===== src/rtl/sprite_blit_clip_flip_colorkey_top_assert.svh =====
// assertion macros used by the blitter pixel stage (sbcf_px)
`ifndef SPRITE_BLIT_CLIP_FLIP_COLORKEY_TOP_ASSERT_SVH
`define SPRITE_BLIT_CLIP_FLIP_COLORKEY_TOP_ASSERT_SVH

// same-cycle implication, disabled in reset
`define SBCF_ASSERT_NOW(label, clk, rst_n, ante, cons) \
  label: assert property (@(posedge clk) disable iff (!rst_n) (ante) |-> (cons)) \
    else $error("sbcf assertion failed");

// next-cycle implication, disabled in reset
`define SBCF_ASSERT_NEXT(label, clk, rst_n, ante, cons) \
  label: assert property (@(posedge clk) disable iff (!rst_n) (ante) |=> (cons)) \
    else $error("sbcf assertion failed");

`endif


===== src/rtl/sbcf_pkg.sv =====
package sbcf_pkg;

  localparam int SPR_W  = 8;
  localparam int SCR_W  = 10;
  localparam int POS_W  = 10;
  localparam int PIX_W  = 16;
  localparam int ADDR_W = 18;
  localparam int PADDR_W = 5;
  localparam int PDATA_W = 32;
  localparam int COORD_W = 12;

  localparam logic [PIX_W-1:0] RG_MASK   = 16'hF800 | 16'h07E0;
  localparam logic [PIX_W-1:0] BLUE_MASK = 16'h003E;
  localparam logic [PIX_W-1:0] ALPHA_MASK = 16'h0001;

  localparam logic [SPR_W-1:0] RST_SPRITE_COLS = 8'd1;
  localparam logic [SPR_W-1:0] RST_SPRITE_ROWS = 8'd1;
  localparam logic [SCR_W-1:0] RST_SCREEN_COLS = 10'd320;
  localparam logic [SCR_W-1:0] RST_SCREEN_ROWS = 10'd240;

  typedef enum logic [2:0] {
    REG_SPRITE_COLS = 3'd0,
    REG_SPRITE_ROWS = 3'd1,
    REG_POS_X       = 3'd2,
    REG_POS_Y       = 3'd3,
    REG_SCREEN_COLS = 3'd4,
    REG_SCREEN_ROWS = 3'd5,
    REG_MIRROR_MODE = 3'd6,
    REG_SHOWN       = 3'd7
  } reg_idx_t;

  // effective settings, sizes already clamped
  typedef struct packed {
    logic [SPR_W-1:0]        cols;
    logic [SPR_W-1:0]        rows;
    logic signed [POS_W-1:0] pos_x;
    logic signed [POS_W-1:0] pos_y;
    logic [SCR_W-1:0]        scols;
    logic [SCR_W-1:0]        srows;
    logic                    mirror_h;
    logic                    mirror_v;
    logic                    shown;
  } cfg_t;

  typedef struct packed {
    logic [PIX_W-1:0] pix;
    logic [SPR_W-1:0] col;
    logic [SPR_W-1:0] row;
    logic             done;
  } stage_t;

  typedef struct packed {
    logic              we;
    logic [ADDR_W-1:0] addr;
    logic [PIX_W-1:0]  pix;
    logic              done;
  } res_t;

endpackage


===== src/rtl/sbcf_cfg.sv =====
module sbcf_cfg #(
  parameter int MAX_SPRITE = 128,
  parameter int MAX_SCREEN = 512
) (
  input  logic                              clk,
  input  logic                              rst_n,
  input  logic                              psel,
  input  logic                              penable,
  input  logic                              pwrite,
  input  logic [sbcf_pkg::PADDR_W-1:0]      paddr,
  input  logic [sbcf_pkg::PDATA_W-1:0]      pwdata,
  output logic [sbcf_pkg::PDATA_W-1:0]      prdata,
  output logic                              pready,
  output sbcf_pkg::cfg_t                    cfg,
  output logic                              restart
);

  localparam logic [12:0] MAX_SPR_L = 13'(MAX_SPRITE);
  localparam logic [12:0] MAX_SCR_L = 13'(MAX_SCREEN);

  logic [sbcf_pkg::SPR_W-1:0]        sprite_cols_r;
  logic [sbcf_pkg::SPR_W-1:0]        sprite_rows_r;
  logic signed [sbcf_pkg::POS_W-1:0] pos_x_r;
  logic signed [sbcf_pkg::POS_W-1:0] pos_y_r;
  logic [sbcf_pkg::SCR_W-1:0]        screen_cols_r;
  logic [sbcf_pkg::SCR_W-1:0]        screen_rows_r;
  logic [1:0]                        mirror_mode_r;
  logic                              shown_r;
  logic                              wr_en;
  sbcf_pkg::reg_idx_t                idx;

  assign pready = 1'b1;
  assign wr_en  = psel & penable & pwrite;
  assign idx    = sbcf_pkg::reg_idx_t'(paddr[4:2]);

  always_ff @(posedge clk) begin
    if (!rst_n) begin
      sprite_cols_r <= sbcf_pkg::RST_SPRITE_COLS;
      sprite_rows_r <= sbcf_pkg::RST_SPRITE_ROWS;
      pos_x_r       <= '0;
      pos_y_r       <= '0;
      screen_cols_r <= sbcf_pkg::RST_SCREEN_COLS;
      screen_rows_r <= sbcf_pkg::RST_SCREEN_ROWS;
      mirror_mode_r <= '0;
      shown_r       <= 1'b1;
    end else if (wr_en) begin
      unique case (idx)
        sbcf_pkg::REG_SPRITE_COLS: sprite_cols_r <= pwdata[7:0];
        sbcf_pkg::REG_SPRITE_ROWS: sprite_rows_r <= pwdata[7:0];
        sbcf_pkg::REG_POS_X:       pos_x_r       <= pwdata[9:0];
        sbcf_pkg::REG_POS_Y:       pos_y_r       <= pwdata[9:0];
        sbcf_pkg::REG_SCREEN_COLS: screen_cols_r <= pwdata[9:0];
        sbcf_pkg::REG_SCREEN_ROWS: screen_rows_r <= pwdata[9:0];
        sbcf_pkg::REG_MIRROR_MODE: mirror_mode_r <= pwdata[1:0];
        sbcf_pkg::REG_SHOWN:       shown_r       <= pwdata[0];
        default: ;
      endcase
    end
  end

  // size or mirror rewrite restarts the sprite
  assign restart = wr_en && (idx == sbcf_pkg::REG_SPRITE_COLS ||
                             idx == sbcf_pkg::REG_SPRITE_ROWS ||
                             idx == sbcf_pkg::REG_MIRROR_MODE);

  always_comb begin
    unique case (idx)
      sbcf_pkg::REG_SPRITE_COLS: prdata = 32'(sprite_cols_r);
      sbcf_pkg::REG_SPRITE_ROWS: prdata = 32'(sprite_rows_r);
      sbcf_pkg::REG_POS_X:       prdata = 32'(pos_x_r);
      sbcf_pkg::REG_POS_Y:       prdata = 32'(pos_y_r);
      sbcf_pkg::REG_SCREEN_COLS: prdata = 32'(screen_cols_r);
      sbcf_pkg::REG_SCREEN_ROWS: prdata = 32'(screen_rows_r);
      sbcf_pkg::REG_MIRROR_MODE: prdata = 32'(mirror_mode_r);
      sbcf_pkg::REG_SHOWN:       prdata = 32'(shown_r);
      default:                   prdata = '0;
    endcase
  end

  // clamping of sizes
  always_comb begin
    if (sprite_cols_r == '0) begin
      cfg.cols = 8'd1;
    end else if (13'(sprite_cols_r) > MAX_SPR_L) begin
      cfg.cols = 8'(MAX_SPRITE);
    end else begin
      cfg.cols = sprite_cols_r;
    end
    if (sprite_rows_r == '0) begin
      cfg.rows = 8'd1;
    end else if (13'(sprite_rows_r) > MAX_SPR_L) begin
      cfg.rows = 8'(MAX_SPRITE);
    end else begin
      cfg.rows = sprite_rows_r;
    end
    cfg.scols = (13'(screen_cols_r) > MAX_SCR_L) ? 10'(MAX_SCREEN) : screen_cols_r;
    cfg.srows = (13'(screen_rows_r) > MAX_SCR_L) ? 10'(MAX_SCREEN) : screen_rows_r;
    cfg.pos_x    = pos_x_r;
    cfg.pos_y    = pos_y_r;
    cfg.mirror_h = mirror_mode_r[0];
    cfg.mirror_v = mirror_mode_r[1];
    cfg.shown    = shown_r;
  end

endmodule


===== src/rtl/sbcf_in.sv =====
module sbcf_in #(
  parameter int MAX_SPRITE = 128
) (
  input  logic                          clk,
  input  logic                          rst_n,
  input  logic                          in_valid,
  output logic                          in_ready,
  input  logic [sbcf_pkg::PIX_W-1:0]    in_src_pixel,
  input  sbcf_pkg::cfg_t                cfg,
  input  logic                          restart,
  output logic                          s1_valid,
  input  logic                          s1_ready,
  output sbcf_pkg::stage_t              s1
);

  localparam int CW_RAW = $clog2(MAX_SPRITE);
  localparam int CNT_W  = (CW_RAW < 1) ? 1 : ((CW_RAW > 8) ? 8 : CW_RAW);

  logic [CNT_W-1:0]          col_r, col_nxt;
  logic [CNT_W-1:0]          row_r, row_nxt;
  logic                      s1_v_r;
  sbcf_pkg::stage_t          s1_r;
  logic [sbcf_pkg::SPR_W-1:0] c, r;
  logic [sbcf_pkg::SPR_W:0]  c_inc, r_inc;
  logic                      last_col, done;
  logic                      accept;

  assign in_ready = !s1_v_r || s1_ready;
  assign accept   = in_valid && in_ready;

  always_comb begin
    c = (8'(col_r) < cfg.cols) ? 8'(col_r) : cfg.cols - 8'd1;
    r = (8'(row_r) < cfg.rows) ? 8'(row_r) : cfg.rows - 8'd1;
    c_inc = 9'(c) + 9'd1;
    r_inc = 9'(r) + 9'd1;
    last_col = c_inc >= 9'(cfg.cols);
    done     = last_col && (r_inc >= 9'(cfg.rows));
    if (last_col) begin
      col_nxt = '0;
      row_nxt = done ? '0 : CNT_W'(r_inc);
    end else begin
      col_nxt = CNT_W'(c_inc);
      row_nxt = CNT_W'(r);
    end
  end

  always_ff @(posedge clk) begin
    if (!rst_n) begin
      col_r  <= '0;
      row_r  <= '0;
      s1_v_r <= 1'b0;
    end else begin
      if (restart) begin
        col_r <= '0;
        row_r <= '0;
      end else if (accept) begin
        col_r <= col_nxt;
        row_r <= row_nxt;
      end
      if (in_ready) begin
        s1_v_r <= in_valid;
      end
    end
  end

  always_ff @(posedge clk) begin
    if (accept) begin
      s1_r.pix  <= in_src_pixel;
      s1_r.col  <= c;
      s1_r.row  <= r;
      s1_r.done <= done;
    end
  end

  assign s1_valid = s1_v_r;
  assign s1       = s1_r;

endmodule


===== src/rtl/sbcf_px.sv =====
`include "sprite_blit_clip_flip_colorkey_top_assert.svh"

module sbcf_px (
  input  logic               clk,
  input  logic               rst_n,
  input  logic               s1_valid,
  output logic               s1_ready,
  input  sbcf_pkg::stage_t   s1,
  input  sbcf_pkg::cfg_t     cfg,
  output logic               out_valid,
  input  logic               out_ready,
  output sbcf_pkg::res_t     res
);

  logic                                 out_v_r;
  sbcf_pkg::res_t                       res_r, res_nxt;
  logic [sbcf_pkg::SPR_W-1:0]           dc, dr;
  logic signed [sbcf_pkg::COORD_W-1:0]  x, y;
  logic                                 on_screen, we;
  logic [2*sbcf_pkg::SCR_W-1:0]         row_base;
  logic [2*sbcf_pkg::SCR_W:0]           addr_full;

  assign s1_ready = !out_v_r || out_ready;

  always_comb begin
    dc = cfg.mirror_h ? (cfg.cols - 8'd1 - s1.col) : s1.col;
    dr = cfg.mirror_v ? (cfg.rows - 8'd1 - s1.row) : s1.row;
    x  = $signed({4'b0, dc}) + 12'(cfg.pos_x);
    y  = $signed({4'b0, dr}) + 12'(cfg.pos_y);
    on_screen = !x[sbcf_pkg::COORD_W-1] && !y[sbcf_pkg::COORD_W-1] &&
                (x < $signed({2'b0, cfg.scols})) && (y < $signed({2'b0, cfg.srows}));
    we = on_screen && cfg.shown && ((s1.pix & sbcf_pkg::ALPHA_MASK) != '0);
    row_base  = y[sbcf_pkg::SCR_W-1:0] * cfg.scols;
    addr_full = 21'(row_base) + 21'(x[sbcf_pkg::SCR_W-1:0]);
    res_nxt.we   = we;
    res_nxt.addr = we ? addr_full[sbcf_pkg::ADDR_W-1:0] : '0;
    res_nxt.pix  = we ? ((s1.pix & sbcf_pkg::RG_MASK) | ((s1.pix & sbcf_pkg::BLUE_MASK) >> 1))
                      : '0;
    res_nxt.done = s1.done;
  end

  always_ff @(posedge clk) begin
    if (!rst_n) begin
      out_v_r <= 1'b0;
    end else if (s1_ready) begin
      out_v_r <= s1_valid;
    end
  end

  always_ff @(posedge clk) begin
    if (s1_valid && s1_ready) begin
      res_r <= res_nxt;
    end
  end

  assign out_valid = out_v_r;
  assign res       = res_r;

  `SBCF_ASSERT_NOW(a_no_write_zero, clk, rst_n, out_v_r && !res_r.we,
                   res_r.addr == '0 && res_r.pix == '0)
  `SBCF_ASSERT_NEXT(a_stage_moves, clk, rst_n, s1_valid && s1_ready, out_v_r)
  `SBCF_ASSERT_NEXT(a_result_kept, clk, rst_n, out_v_r && !out_ready, out_v_r)

endmodule


===== src/rtl/sprite_blit_clip_flip_colorkey_top.sv =====
// sprite blitter with colour key, clipping and mirroring
// input channel: in_valid/in_ready carry one sprite pixel per transaction in
// raster order; bit 0 of in_src_pixel marks the pixel opaque
// result channel: out_valid/out_ready carry one frame buffer write per input
// transaction: write enable, linear address, pixel without alpha bit, and an
// end-of-sprite mark on the last pixel
// settings: APB-style register port; the user must write it only while no pixel
// is in flight, which the block does not enforce; rewriting sprite size or
// mirror mode restarts the sprite at its first pixel; path: input register,
// then result register after mirror, offset, clip and one 10x10 multiply
// throughput: one pixel per clock if out_ready is high; two-register pipeline
// receiver stall: the result register holds, the input register fills, then
// in_ready drops; nothing is lost or repeated
// reset: synchronous active-low rst_n empties the pipeline, clears the sprite
// counters and loads the register defaults (1x1 sprite at 0,0, 320x240 screen,
// no mirroring, shown)
module sprite_blit_clip_flip_colorkey_top #(
  parameter int MAX_SPRITE = 128,
  parameter int MAX_SCREEN = 512
) (
  input  logic                            clk,
  input  logic                            rst_n,
  input  logic                            in_valid,
  output logic                            in_ready,
  input  logic [sbcf_pkg::PIX_W-1:0]      in_src_pixel,
  output logic                            out_valid,
  input  logic                            out_ready,
  output logic                            out_write_enable,
  output logic [sbcf_pkg::ADDR_W-1:0]     out_fb_address,
  output logic [sbcf_pkg::PIX_W-1:0]      out_pixel,
  output logic                            out_sprite_done,
  input  logic                            psel,
  input  logic                            penable,
  input  logic                            pwrite,
  input  logic [sbcf_pkg::PADDR_W-1:0]    paddr,
  input  logic [sbcf_pkg::PDATA_W-1:0]    pwdata,
  output logic [sbcf_pkg::PDATA_W-1:0]    prdata,
  output logic                            pready
);

  sbcf_pkg::cfg_t   cfg;
  sbcf_pkg::stage_t s1;
  sbcf_pkg::res_t   res;
  logic             restart;
  logic             s1_valid, s1_ready;

  sbcf_cfg #(
    .MAX_SPRITE (MAX_SPRITE),
    .MAX_SCREEN (MAX_SCREEN)
  ) u_cfg (
    .clk     (clk),
    .rst_n   (rst_n),
    .psel    (psel),
    .penable (penable),
    .pwrite  (pwrite),
    .paddr   (paddr),
    .pwdata  (pwdata),
    .prdata  (prdata),
    .pready  (pready),
    .cfg     (cfg),
    .restart (restart)
  );

  sbcf_in #(
    .MAX_SPRITE (MAX_SPRITE)
  ) u_in (
    .clk          (clk),
    .rst_n        (rst_n),
    .in_valid     (in_valid),
    .in_ready     (in_ready),
    .in_src_pixel (in_src_pixel),
    .cfg          (cfg),
    .restart      (restart),
    .s1_valid     (s1_valid),
    .s1_ready     (s1_ready),
    .s1           (s1)
  );

  sbcf_px u_px (
    .clk       (clk),
    .rst_n     (rst_n),
    .s1_valid  (s1_valid),
    .s1_ready  (s1_ready),
    .s1        (s1),
    .cfg       (cfg),
    .out_valid (out_valid),
    .out_ready (out_ready),
    .res       (res)
  );

  assign out_write_enable = res.we;
  assign out_fb_address   = res.addr;
  assign out_pixel        = res.pix;
  assign out_sprite_done  = res.done;

endmodule


===== config.mk =====
export PLATFORM = sky130hd
export DESIGN_NAME = sprite_blit_clip_flip_colorkey_top
export DESIGN_NICKNAME = d
export VERILOG_FILES = /design/src/rtl/sbcf_pkg.sv /design/src/rtl/sbcf_cfg.sv /design/src/rtl/sbcf_in.sv /design/src/rtl/sbcf_px.sv /design/src/rtl/sprite_blit_clip_flip_colorkey_top.sv
export VERILOG_INCLUDE_DIRS = /design/src /design/src/rtl
export SDC_FILE = /design/constraint.sdc
export NUM_CORES = 1
export LEC_CHECK = 0
export ABC_CLOCK_PERIOD_IN_PS = 26600
export BUFFER_PORTS_ARGS = -buffer_cell sky130_fd_sc_hd__buf_4
export CELL_PAD_IN_SITES_DETAIL_PLACEMENT = 1
export CELL_PAD_IN_SITES_GLOBAL_PLACEMENT = 2
export CORE_UTILIZATION = 41
export CTS_CLUSTER_SIZE = 12
export DETAILED_ROUTE_END_ITERATION = 10
export HOLD_SLACK_MARGIN = 0.08
export PLACE_DENSITY = 0.95
export SYNTH_ARGS = -nofsm -noshare
export SYNTH_HDL_FRONTEND = slang
export SYNTH_SLANG_ARGS = --single-unit

===== constraint.sdc =====
create_clock -name clk -period 26.6 [get_ports clk]
set_clock_uncertainty 0.05 [all_clocks]
set_input_delay 3.99 -clock clk [delete_from_list [all_inputs] [get_ports clk]]
set_output_delay 3.99 -clock clk [all_outputs]
set_load 0.05 [all_outputs]

==> After elaboration in Yosys (flattened, before gate mapping) <==
Cells that the tools add are included.
{ "classes": {"n_addsub": 9, "multipliers": 1, "magnitude_cmp": 10, "eq_ne": 7, "n_mux": 14, "bitwise_logic": 4, "n_reduce_logical": 29} }
{ "op_table": {"columns": ["cell", "n"], "rows": [
  ["$pmux 32 s8", 1],
  ["$mux 8", 8],
  ["$lt 12x11->1", 2],
  ["$add 9x10->11", 2],
  ["$mux 7", 3],
  ["$gt 10x10->1 const B", 2],
  ["$mux 10", 2],
  ["$add 18x10->18", 1],
  ["$add 8x1->9 const B", 2],
  ["$ge 9x8->1", 2],
  ["$mul 10x10->18", 1],
  ["$gt 8x8->1 const B", 2],
  ["$logic_not 8->1", 2],
  ["$lt 7x8->1", 2],
  ["$or 16x5->16", 1],
  ["$reduce_and 2->1", 8],
  ["$sub 8x1->8 const B", 2],
  ["$sub 8x8->8", 2],
  ["$eq 3x3->1 const B", 4],
  ["$logic_and 1x1->1", 9],
  ["$eq 3x2->1 const B", 2],
  ["$logic_not 1->1", 4],
  ["$logic_or 1x1->1", 4],
  ["$eq 3x1->1 const B", 1],
  ["other kinds (4)", 5]
]} }
{ "totals": {"register_bits": 144, "in_bits": 60, "output_inout_bits": 71, "word_cells": 94} }

==> Depth between registers and ports, before layout <==
Gate-level depths: netlist of run 1.
{ "depth": {"word_depth": 13, "mapped_depth": 39, "ltp_nobuf": 38} }

==> Hierarchy <==
Synthesis of run 1 repeated with hierarchy kept, for this count alone.
{ "hier_totals": {"cells_unflattened": 1498, "area_unflattened_um2": 13275.2} }
{ "modules_own_cells": {"columns": ["module", "instances", "cells_each", "area_each_um2", "seq_area_each_um2"], "rows": [
  ["sbcf_px", 1, 742, 6670.1, 1071.0],
  ["sbcf_in", 1, 361, 3443.3, 1291.2],
  ["sbcf_cfg", 1, 395, 3161.8, 1181.1]
]} }

==> Worst setup path before layout of run 1 <==
Ideal clock, no wire load.
{ "synth_path": {"path_kind": "input port to output port", "startpoint": "in paddr[2] (netlist name)", "endpoint": "out prdata[11] (netlist name)", "t_arrival_ps": 6937, "t_required_ps": 22560, "slack_ps": 15623, "stages": 6, "n_path_buf": 4, "cell_sequence": "buf_1 -> clkbuf_1 -> buf_1 -> mux2i_1 -> nor2_1 -> buf_4"} }
{ "synth_via": {"elab_chain_len": 2} }
{ "synth_rtl": {"columns": ["item", "line", "source"], "rows": [
  ["from (decl)", "sprite_blit_clip_flip_colorkey_top.sv:35", "input logic [sbcf_pkg::PADDR_W-1:0] paddr,"],
  ["$eq 3x3->1, or another cell as far along", "sbcf_cfg.sv:67", "unique case (idx)"],
  ["$pmux 32 s8 (*)", "sbcf_cfg.sv:67", null],
  ["to (decl)", "sprite_blit_clip_flip_colorkey_top.sv:37", "output logic [sbcf_pkg::PDATA_W-1:0] prdata,"]
]} }
Mark *: on every way between the ends. The rest lies on a longest branch, timed or not.

==> Worst setup path after layout of run 1 <==
{ "layout_path": {"startpoint": "reg u_cfg.sprite_rows_r[3] (netlist name)", "endpoint": "reg u_px.res_r, in the netlist u_px.res[34], data pin"} }
{ "layout_via": {"elab_chain_len": 13} }
{ "layout_rtl": {"columns": ["item", "line", "source"], "rows": [
  ["from (decl)", "sbcf_cfg.sv:22", "logic [sbcf_pkg::SPR_W-1:0] sprite_rows_r;"],
  ["from (signal assigned)", "sbcf_cfg.sv:39", "sprite_rows_r <= sbcf_pkg::RST_SPRITE_ROWS;"],
  ["from (signal assigned)", "sbcf_cfg.sv:49", "sbcf_pkg::REG_SPRITE_ROWS: sprite_rows_r <= pwdata[7:0];"],
  ["$gt 8x8->1", "sbcf_cfg.sv:91", "end else if (13'(sprite_rows_r) > MAX_SPR_L) begin"],
  ["$mux 8", "sbcf_cfg.sv:91", null],
  ["$mux 8 (*)", "sbcf_cfg.sv:89", "if (sprite_rows_r == '0) begin"],
  ["$sub 8x1->8 (*)", "sbcf_px.sv:27", "dr = cfg.mirror_v ? (cfg.rows - 8'd1 - s1.row) : s1.row;"],
  ["$sub 8x8->8 (*)", "sbcf_px.sv:27", null],
  ["$mux 8 (*)", "sbcf_px.sv:27", null],
  ["$add 9x10->11 (*)", "sbcf_px.sv:29", "y = $signed({4'b0, dr}) + 12'(cfg.pos_y);"],
  ["parallel branches: the longest is 6 deep, another holds $mul 10x10->18", null, null],
  ["to (signal assigned)", "sbcf_px.sv:52", "res_r <= res_nxt;"],
  ["to (decl)", "sbcf_px.sv:16", "sbcf_pkg::res_t res_r, res_nxt;"]
]} }
Mark *: on every way between the ends.
A chain may end at the register's enable or synchronous reset.

==> results.json, run 1 <==
{
  "status": "finished with violations",
  "failed_checks": "design-rule violations",
  "power_uw": 619.6,
  "drive_gt1_frac": 0.1216,
  "synth_xor_area_frac": 0.03837,
  "synth_fa_ha_area_frac": 0.2422,
  "ios": 131,
  "netlist_area_um2": 12910,
  "path_class": "flop to flop",
  "drcViolationCount": 10,
  "fp.dieH_um": 179.5,
  "synth.top_cell.area_share": 0.1581,
  "crit_path_end_kind": "flop",
  "seq_area_um2": 3543,
  "grt_pass1_wl_mm": 59.91,
  "grt_max_degree": 64,
  "rsz0062_at_grt": "no",
  "yosys.area.top_type": "edfxtp_1",
  "area_growth_syn_to_layout_pct": 12.13,
  "io_buffers": 105,
  "critPathSlowestCell": "xor2_1",
  "post-cts-setup-buffer-count": 0,
  "ant_nets": 0,
  "die_w_um": 179.5,
  "synth_compound_area_frac": 0.1236,
  "min_period_ns": 10.37,
  "setup_violations": 0,
  "synth_simple_gate_area_frac": 0.1756,
  "yosys_warnings": 0,
  "ctsHoldBuffers": 0,
  "fmax_mhz": 96.40,
  "n_fill_cell": 3571,
  "diodes": 0,
  "grtUsageTotal": 0.2365,
  "avgViaCountPerCell": 5.590,
  "clockBufferDepth": 2,
  "tns_ns": 0,
  "drt-initial-drc-count": 619,
  "avgRoutedWirePerCell_um": 19.98,
  "power_density_nw_per_um2": 42.79,
  "whs_path_depth": 0,
  "routabilityCongestion": 0.8882,
  "reg2reg_depth": 37,
  "slew-limit-headroom": 0.2012,
  "slowest_delay_ns": 0.57,
  "clk_pin_slew_worst_paths_ns": 0.07,
  "ys_top_cells_by_count": "inv_1, nand2_1, ha_1, nor2_1",
  "cts_inserted_buffers": 17,
  "synth.avg_cell_area_um2": 9.224,
  "ir_drop_mv": 0.03829,
  "fin_nets": 1732,
  "cp.required_ns": 26.73,
  "worstPathArrival_ns": 10.51,
  "num_rows": 64,
  "ys_seq_elements": 143,
  "ys.flop_type": "dfxtp_1",
  "worst_slew_pin_slew_ns": 1.192,
  "dp_hpwl_mm": 29.05,
  "post-route-period-util": 0.3900,
  "synth.most_common_cell": "inv_1",
  "cts_resized": 0,
  "ys_types": 80,
  "min_path_type": "flop to flop",
  "max-cap-violations": 0,
  "antenna_found_initial": 1,
  "cts_root_buf": "clkbuf_16",
  "cts_tree": "done",
  "initial_core_util": 0.4200,
  "wirelength_mm": 37.48,
  "maxSlewViolCount": 0,
  "synth_top_family_by_area": "adder cells",
  "crit_path_max_fanout": 9,
  "hold_slack_ns": 0.3939,
  "overflow": 0,
  "htree_levels": 4,
  "ys_seq_area_frac": 0.2744,
  "muxShareOfSynthArea": 0.06802,
  "yosys-top-cells-area": "edfxtp_1, ha_1, dfxtp_1, fa_1, mux2i_1",
  "cp-start-kind": "flop",
  "grt_pass1_vias": 11130,
  "die_area_um2": 32210,
  "synth_edf_count": 68,
  "postSynth.asyncResetShare": 0,
  "clk_latency_ns": 0.43,
  "vias": 10490,
  "cts.sinks": 143,
  "multi_input_area_um2": 8399,
  "power_leakage_uw": 0.006372,
  "syn_inst": 1400,
  "dr.pass1.iters": 10,
  "hold_viol": 0,
  "core-area_um2": 30750
}
-- registers in the layout, indices dropped and copies added (netlist names) --
register	count
u_cfg.mirror_mode_r	2
u_in.s1_valid	1
u_px.res	35
u_in.s1	33
u_cfg.sprite_cols_r	8
u_cfg.screen_rows_r	10
u_cfg.shown_r	1
u_cfg.pos_y_r	10
u_cfg.pos_x_r	10
u_px.out_valid	1
u_cfg.sprite_rows_r	8
u_cfg.screen_cols_r	10
u_in.row_r	7
u_in.col_r	7
-- worst max-delay path: cells and delay by family, from the launching register on --
kind            cells  cell delay, ns
compound gates     10            2.07
simple gates        8            1.68
fa+ha+maj           9            3.75
flops               1            0.43
xor+xnor            4            1.25
mux                 1            0.34
buf+inv             5            0.57
-- path summary, 6_finish.rpt --
path,startpoint,endpoint,slack (ns)
setup / recovery,u_cfg.sprite_rows_r[3],u_px.res[34],16.23
hold / removal,u_in.s1[0],u_px.res[0],0.39
setup reg to reg,u_cfg.sprite_rows_r[3],u_px.res[34],16.23
hold reg to reg,u_in.s1[0],u_px.res[0],0.39
-- logic make-up (layout without fill, tap and decap cells) --
group	Yosys count	in the layout
XOR/XNOR	55	55
AND/OR/NAND/NOR	446	446
buffers and inverters	232	311
AO/OA/AOI/OAI	233	233
flip-flops	143	143
other	2	3
multiplexers	84	84
adder cells (fa/ha/maj)	205	205
-- layout make-up --
| class | count | area share |
|---|---|---|
| Inverter | 163 | 0.04225 |
| Multi-Input combinational cell | 1026 | 0.5801 |
| Tap cell | 396 | 0.03422 |
| Timing Repair Buffer | 116 | 0.06014 |
| Clock inverter | 10 | 0.005184 |
| Sequential cell | 143 | 0.2447 |
| Clock buffer | 22 | 0.03344 |
-- where the power goes --
group	internal [uW]	switching, uW
clock	130	100
combinational	53.3	89.3
sequential	241	5.22
total	425	195
-- placed cells by master (no fill, tap or decap), drive strengths merged, types with 6 or more instances in the layout --
cell type  netlist  final
edfxtp          68     68
a211oi          10     10
nand2b          22     22
a31oi            9      9
o21a             9      9
nor4            10     10
a21o            17     17
a21oi           45     45
nand4b           6      6
fa              75     75
nor2b           66     66
dfxtp           75     75
buf             38    116
o211ai           8      8
xor2            16     16
ha             130    130
o31ai            8      8
o22ai           11     11
nand2          133    133
inv            158    162
clkinv           5     11
nor3            22     22
nor3b            6      6
clkbuf          31     22
a22oi           12     12
and2            29     29
and3            13     13
a21boi           7      7
nand4            6      6
nand3           24     24
o21ai           58     58
mux2            10     10
xnor2           38     38
mux2i           72     72
nor2            88     88
-- layer usage --
| metal | vias up | track usage | routed length (um) |
|---|---|---|---|
| li1 | 4939 | - | - |
| met1 | 5262 | 0.2980 | 16680 |
| met2 | 234 | 0.4147 | 18460 |
| met3 | 50 | 0.03870 | 1549 |
| met4 | 2 | 0.07034 | 777 |
| met5 | - | 0 | 11 |
-- metrics by stage --
step | instances | area (um^2) | utilization | worst slack, ns
6_report | 1876 | 14480 | 0.4709 | 16.23
5_1_grt | 1876 | 14480 | 0.4709 | 15.56
4_1_cts | 1876 | 14480 | 0.4709 | 16.20
3_5_place_dp | 1844 | 13920 | 0.4527 | 16.30
3_3_place_gp | 1844 | 13920 | 0.4527 | 16.61
2_1_floorplan | 1401 | 12920 | - | 15.62
Power figures use the tool's default switching activity.
==> run 2: changes to the inputs <==
--- a/config.mk
+++ b/config.mk
@@ -6,15 +6,15 @@
 export SDC_FILE = /design/constraint.sdc
 export NUM_CORES = 1
 export LEC_CHECK = 0
-export ABC_CLOCK_PERIOD_IN_PS = 26600
+export ABC_CLOCK_PERIOD_IN_PS = 8600
 export BUFFER_PORTS_ARGS = -buffer_cell sky130_fd_sc_hd__buf_4
 export CELL_PAD_IN_SITES_DETAIL_PLACEMENT = 1
 export CELL_PAD_IN_SITES_GLOBAL_PLACEMENT = 2
-export CORE_UTILIZATION = 41
+export CORE_UTILIZATION = 35
 export CTS_CLUSTER_SIZE = 12
 export DETAILED_ROUTE_END_ITERATION = 10
 export HOLD_SLACK_MARGIN = 0.08
-export PLACE_DENSITY = 0.95
+export PLACE_DENSITY = 0.87
 export SYNTH_ARGS = -nofsm -noshare
 export SYNTH_HDL_FRONTEND = slang
 export SYNTH_SLANG_ARGS = --single-unit
==> constraint.sdc (replaced) <==
create_clock -name clk -period 8.6 [get_ports clk]
set_clock_uncertainty 0.05 [all_clocks]
set_input_delay 1.29 -clock clk [delete_from_list [all_inputs] [get_ports clk]]
set_output_delay 1.29 -clock clk [all_outputs]
set_load 0.05 [all_outputs]
==> results.json, run 2 (synthesized netlist as in run 1, its figures left out) <==
{
  "fmax_mhz": 117.0,
  "die_w_um": 194.1,
  "avgViaCountPerCell": 5.322,
  "slowest_delay_ns": 0.56,
  "avgRoutedWirePerCell_um": 19.64,
  "io_buffers": 105,
  "worst_slew_pin_slew_ns": 1.179,
  "cts_root_buf": "clkbuf_16",
  "final_cells": 2027,
  "maxSlewViolCount": 0,
  "combPwrFrac": 0.244,
  "clockBufferDepth": 2,
  "ant_nets": 0,
  "grt_pass1_wl_mm": 63.15,
  "path_delay_family": "adder cells",
  "dr.pass1.iters": 4,
  "crit_path_end_kind": "flop",
  "power_density_nw_per_um2": 130.1,
  "path_class": "flop to flop",
  "ir_drop_mv": 0.1449,
  "fin_nets": 1818,
  "diodes": 0,
  "overflow": 0,
  "ios": 131,
  "cts.sinks": 143,
  "power_leakage_uw": 0.006852,
  "ctsHoldBuffers": 0,
  "dp_hpwl_mm": 30.70,
  "place_inst": 1966,
  "power_switching_uw": 651.4,
  "p_clk_frac": 0.380,
  "rsz0062_at_grt": "yes",
  "routabilityCongestion": 0.8662,
  "hold_slack_ns": 0.3730,
  "cp-start-kind": "flop",
  "largest_register_ffs": 35,
  "cp.required_ns": 8.74,
  "final_cell_mix": "buf_4, inv_1, nand2_1",
  "hold_viol": 0,
  "clk_pin_slew_worst_paths_ns": 0.07,
  "p_sw_frac": 0.3223,
  "wirelength_mm": 39.81,
  "crit_path_max_fanout": 4,
  "cts_tree": "done",
  "clk_latency_ns": 0.44,
  "antenna_found_initial": 0,
  "min_period_ns": 8.550,
  "htree_levels": 4,
  "num_rows": 69,
  "power_frac_seq": 0.376,
  "die_area_um2": 37670,
  "drt-initial-drc-count": 435,
  "max-cap-violations": 0,
  "drive_gt1_frac": 0.2024,
  "min_path_type": "flop to flop",
  "worstPathArrival_ns": 8.69,
  "core-area_um2": 35910,
  "drcViolationCount": 0,
  "vias": 10790,
  "area_growth_syn_to_layout_pct": 20.29,
  "fp.dieH_um": 194.1,
  "layout_commonest_cell": "buf_4",
  "grt_pass1_vias": 11660,
  "grtUsageTotal": 0.2136,
  "cp_num_buf_inv": 9,
  "critPathSlowestCell": "fa_1",
  "status": "finished, final reports clean",
  "internal_power_uw": 1370,
  "cts_inserted_buffers": 17,
  "setup_violations": 0,
  "post-route-period-util": 0.9942,
  "n_fill_cell": 4147,
  "grt_max_degree": 64,
  "slew-limit-headroom": 0.2143,
  "initial_core_util": 0.3596
}
-- run 2: power groups by stage --
stage	clock network (uW)	registers [uW]	logic, uW
2_1_floorplan	0	807	272
3_3_place_gp	0	774	440
3_5_place_dp	0	776	457
4_1_cts	783	761	468
5_1_grt	812	763	545
6_report	768	761	492
-- run 2: final timing paths --
check,from,slack (ns),endpoint,depth (start not counted)
setup / recovery,u_cfg.sprite_rows_r[3],0.05,u_px.res[32],37
hold / removal,u_in.s1[0],0.37,u_px.res[0],0
setup reg to reg,u_cfg.sprite_rows_r[3],0.05,u_px.res[32],37
hold reg to reg,u_in.s1[0],0.37,u_px.res[0],0
-- run 2: worst register-to-register path: cells and delay by family (launching register included) --
family	cells	cell delay [ns]
flops	1	0.33
mux	1	0.26
simple gates	9	1.42
buf+inv	9	0.81
xor+xnor	2	0.24
fa+ha+maj	9	3.73
compound gates	7	1.45
-- run 2: layout make-up --
type                       instances  area (um^2)  area share
clock buffer                      18        450.4     0.02900
clock inverter                    14        150.1    0.009666
inverter                         163        618.1     0.03979
multi-input combinational       1026         8671      0.5582
sequential                       143         3547      0.2284
tap                              461        576.8     0.03713
timing repair buffer             202         1520     0.09787
-- run 2: metrics by stage --
step                      setup slack [ns]  total power, uW  setup TNS (ns)  instance area, um^2    util
after global routing               -0.2124             2120         -0.8049                15530  0.4325
after CTS                          0.01836             2011               0                15270  0.4253
after detailed placement           -0.3948             1233          -1.107                14460  0.4027
after floorplan                   0.003607             1079               0                12950       -
after global placement            -0.09383             1214         -0.1826                14460  0.4027
final                              0.05029             2021               0                15530  0.4325
-- run 2: layer usage --
layer  GRT usage  routed length [um]  up-vias
met2      0.3878               20480      198
met1      0.2633               17280     5433
met4     0.05056                 685        0
met5           0                   0        -
met3     0.03235                1371       51
li1            -                   -     5105
-- run 2: repair_timing --
| item | 4_1_cts | 5_1_grt |
|---|---|---|
| pin swaps | 26 | 37 |
| gates resized for setup | 21 | 42 |
| endpoints found under the setup margin | 6 | 9 |
| setup buffers | 18 | 11 |
==> run 3: changes to the inputs <==
--- a/config.mk
+++ b/config.mk
@@ -10,11 +10,11 @@
 export BUFFER_PORTS_ARGS = -buffer_cell sky130_fd_sc_hd__buf_4
 export CELL_PAD_IN_SITES_DETAIL_PLACEMENT = 1
 export CELL_PAD_IN_SITES_GLOBAL_PLACEMENT = 2
-export CORE_UTILIZATION = 35
+export CORE_UTILIZATION = 30
 export CTS_CLUSTER_SIZE = 12
 export DETAILED_ROUTE_END_ITERATION = 10
 export HOLD_SLACK_MARGIN = 0.08
-export PLACE_DENSITY = 0.87
+export PLACE_DENSITY = 0.77
 export SYNTH_ARGS = -nofsm -noshare
 export SYNTH_HDL_FRONTEND = slang
 export SYNTH_SLANG_ARGS = --single-unit
==> constraint.sdc (replaced) <==
create_clock -name clk -period 8.6 [get_ports clk]
set_clock_uncertainty 0.05 [all_clocks]
set_input_delay 2.58 -clock clk [delete_from_list [all_inputs] [get_ports clk]]
set_output_delay 2.58 -clock clk [all_outputs]
set_load 0.05 [all_outputs]
==> results.json, run 3 (synthesized netlist as in run 1, its figures left out) <==
{
  "drcViolationCount": 0,
  "grt_max_degree": 64,
  "initial_core_util": 0.3058,
  "clockBufferDepth": 2,
  "setup_violations": 0,
  "antenna_found_initial": 1,
  "cp_common_cell": "buf_4",
  "power_leakage_uw": 0.006902,
  "grt_pass1_vias": 11300,
  "overflow": 0,
  "cts_tree": "done",
  "area_growth_syn_to_layout_pct": 21.49,
  "worst_slew_pin_slew_ns": 1.171,
  "ant_nets": 0,
  "worstHoldStart": "u_in.s1[0]",
  "grtUsageTotal": 0.1831,
  "min_period_ns": 8.453,
  "cts.sinks": 143,
  "ctsHoldBuffers": 0,
  "startpoint": "u_cfg.sprite_rows_r[3]",
  "cp.required_ns": 8.74,
  "maxSlewViolCount": 0,
  "max-cap-violations": 0,
  "diodes": 0,
  "io_buffers": 105,
  "hold_viol": 0,
  "cp-start-kind": "flop",
  "final_cell_mix": "buf_4, inv_1, nand2_1",
  "seq_area_um2": 3547,
  "final_cells": 2110,
  "htree_levels": 4,
  "setup_slack_ns": 0.1470,
  "drt-initial-drc-count": 511,
  "place_ws_ns": -0.4284,
  "post-route-period-util": 0.9829,
  "status": "finished, final reports clean",
  "num_rows": 75,
  "crit_path_max_fanout": 4,
  "ir_drop_mv": 0.1290,
  "min_path_type": "flop to flop",
  "core-area_um2": 42230,
  "layout_commonest_cell": "buf_4",
  "grt_pass1_wl_mm": 62.31,
  "fin_nets": 1823,
  "place_inst": 2061,
  "dr.pass1.iters": 5,
  "clk_latency_ns": 0.45,
  "clk_pin_slew_worst_paths_ns": 0.08,
  "fp.dieH_um": 209.5,
  "n_fill_cell": 4889,
  "crit_path_end_kind": "flop",
  "slew-limit-headroom": 0.2148,
  "reg2reg_from": "u_cfg.sprite_rows_r[3]",
  "cts_root_buf": "clkbuf_16",
  "drive_gt1_frac": 0.2069,
  "path_class": "flop to flop",
  "wirelength_mm": 39.40,
  "critPathSlowestCell": "fa_1",
  "ios": 131,
  "die_w_um": 209.5,
  "dp_hpwl_mm": 30.80,
  "cts_inserted_buffers": 17,
  "avgRoutedWirePerCell_um": 18.67,
  "power_density_nw_per_um2": 127.3,
  "routabilityCongestion": 0.8717,
  "vias": 10600,
  "die_area_um2": 43880,
  "rsz0062_at_grt": "yes",
  "avgViaCountPerCell": 5.024,
  "slowest_delay_ns": 0.55,
  "multi_input_area_um2": 8718,
  "fmax_mhz": 118.3,
  "largest_register_ffs": 35,
  "worstPathArrival_ns": 8.59
}
## run 3: what timing repair did
action,4_1_cts,5_1_grt
pin swaps,20,45
resized for setup,22,51
endpoints found under the setup margin,8,9
setup buffers,10,9
## run 3: power by group
group | switching (uW) | leakage, uW | internal [uW] | total (uW)
clock network | 330 | 0.000288 | 411 | 740
registers | 15.0 | 0.00127 | 745 | 760
logic | 292 | 0.00534 | 204 | 497
## run 3: critical path, delay by kind of cell, from the launching register on
kind            cells  cell delay (ns)
compound gates      7             1.21
xor+xnor            2             0.30
fa+ha+maj           9             3.58
buf+inv            10             1.02
flops               1             0.33
mux                 1             0.13
simple gates       10             1.61
## run 3: path summary, 6_finish.rpt
kind | endpoint | slack, ns | depth (start not counted)
max | u_px.res[32] | 0.15 | 39
max reg2reg | u_px.res[32] | 0.15 | 39
min | u_px.res[0] | 0.39 | 0
min reg2reg | u_px.res[0] | 0.39 | 0
## run 3: per-layer routing
metal  vias up  part of all wire  GRT usage  wire [um]
met2       170              0.49     0.3169      19360
met5         -                 0          0          0
met3        29             0.030    0.02858       1197
met1      5305              0.47     0.2411      18340
li1       5097                 -          -          -
met4         0             0.013    0.03599        503
## run 3: final cells by class
type	instances	share of cell area
Multi-Input combinational cell	1026	0.5557
Clock buffer	21	0.03070
Sequential cell	143	0.2261
Clock inverter	11	0.005981
Tap cell	539	0.04299
Timing Repair Buffer	207	0.09953
Inverter	163	0.03900
## run 3: stage by stage
stage | area (um^2) | setup TNS [ns] | total power, uW | util | hold WS, ns
final | 15690 | 0 | 1997 | 0.3715 | 0.3864
after global routing | 15690 | -0.8725 | 2101 | 0.3715 | 0.3960
after CTS | 15410 | 0 | 2003 | 0.3650 | 0.3903
after detailed placement | 14690 | -1.338 | 1246 | 0.3478 | 0.3630
after global placement | 14690 | -0.5922 | 1235 | 0.3478 | 0.3722
after floorplan | 12950 | 0 | 1079 | - | 0.3503
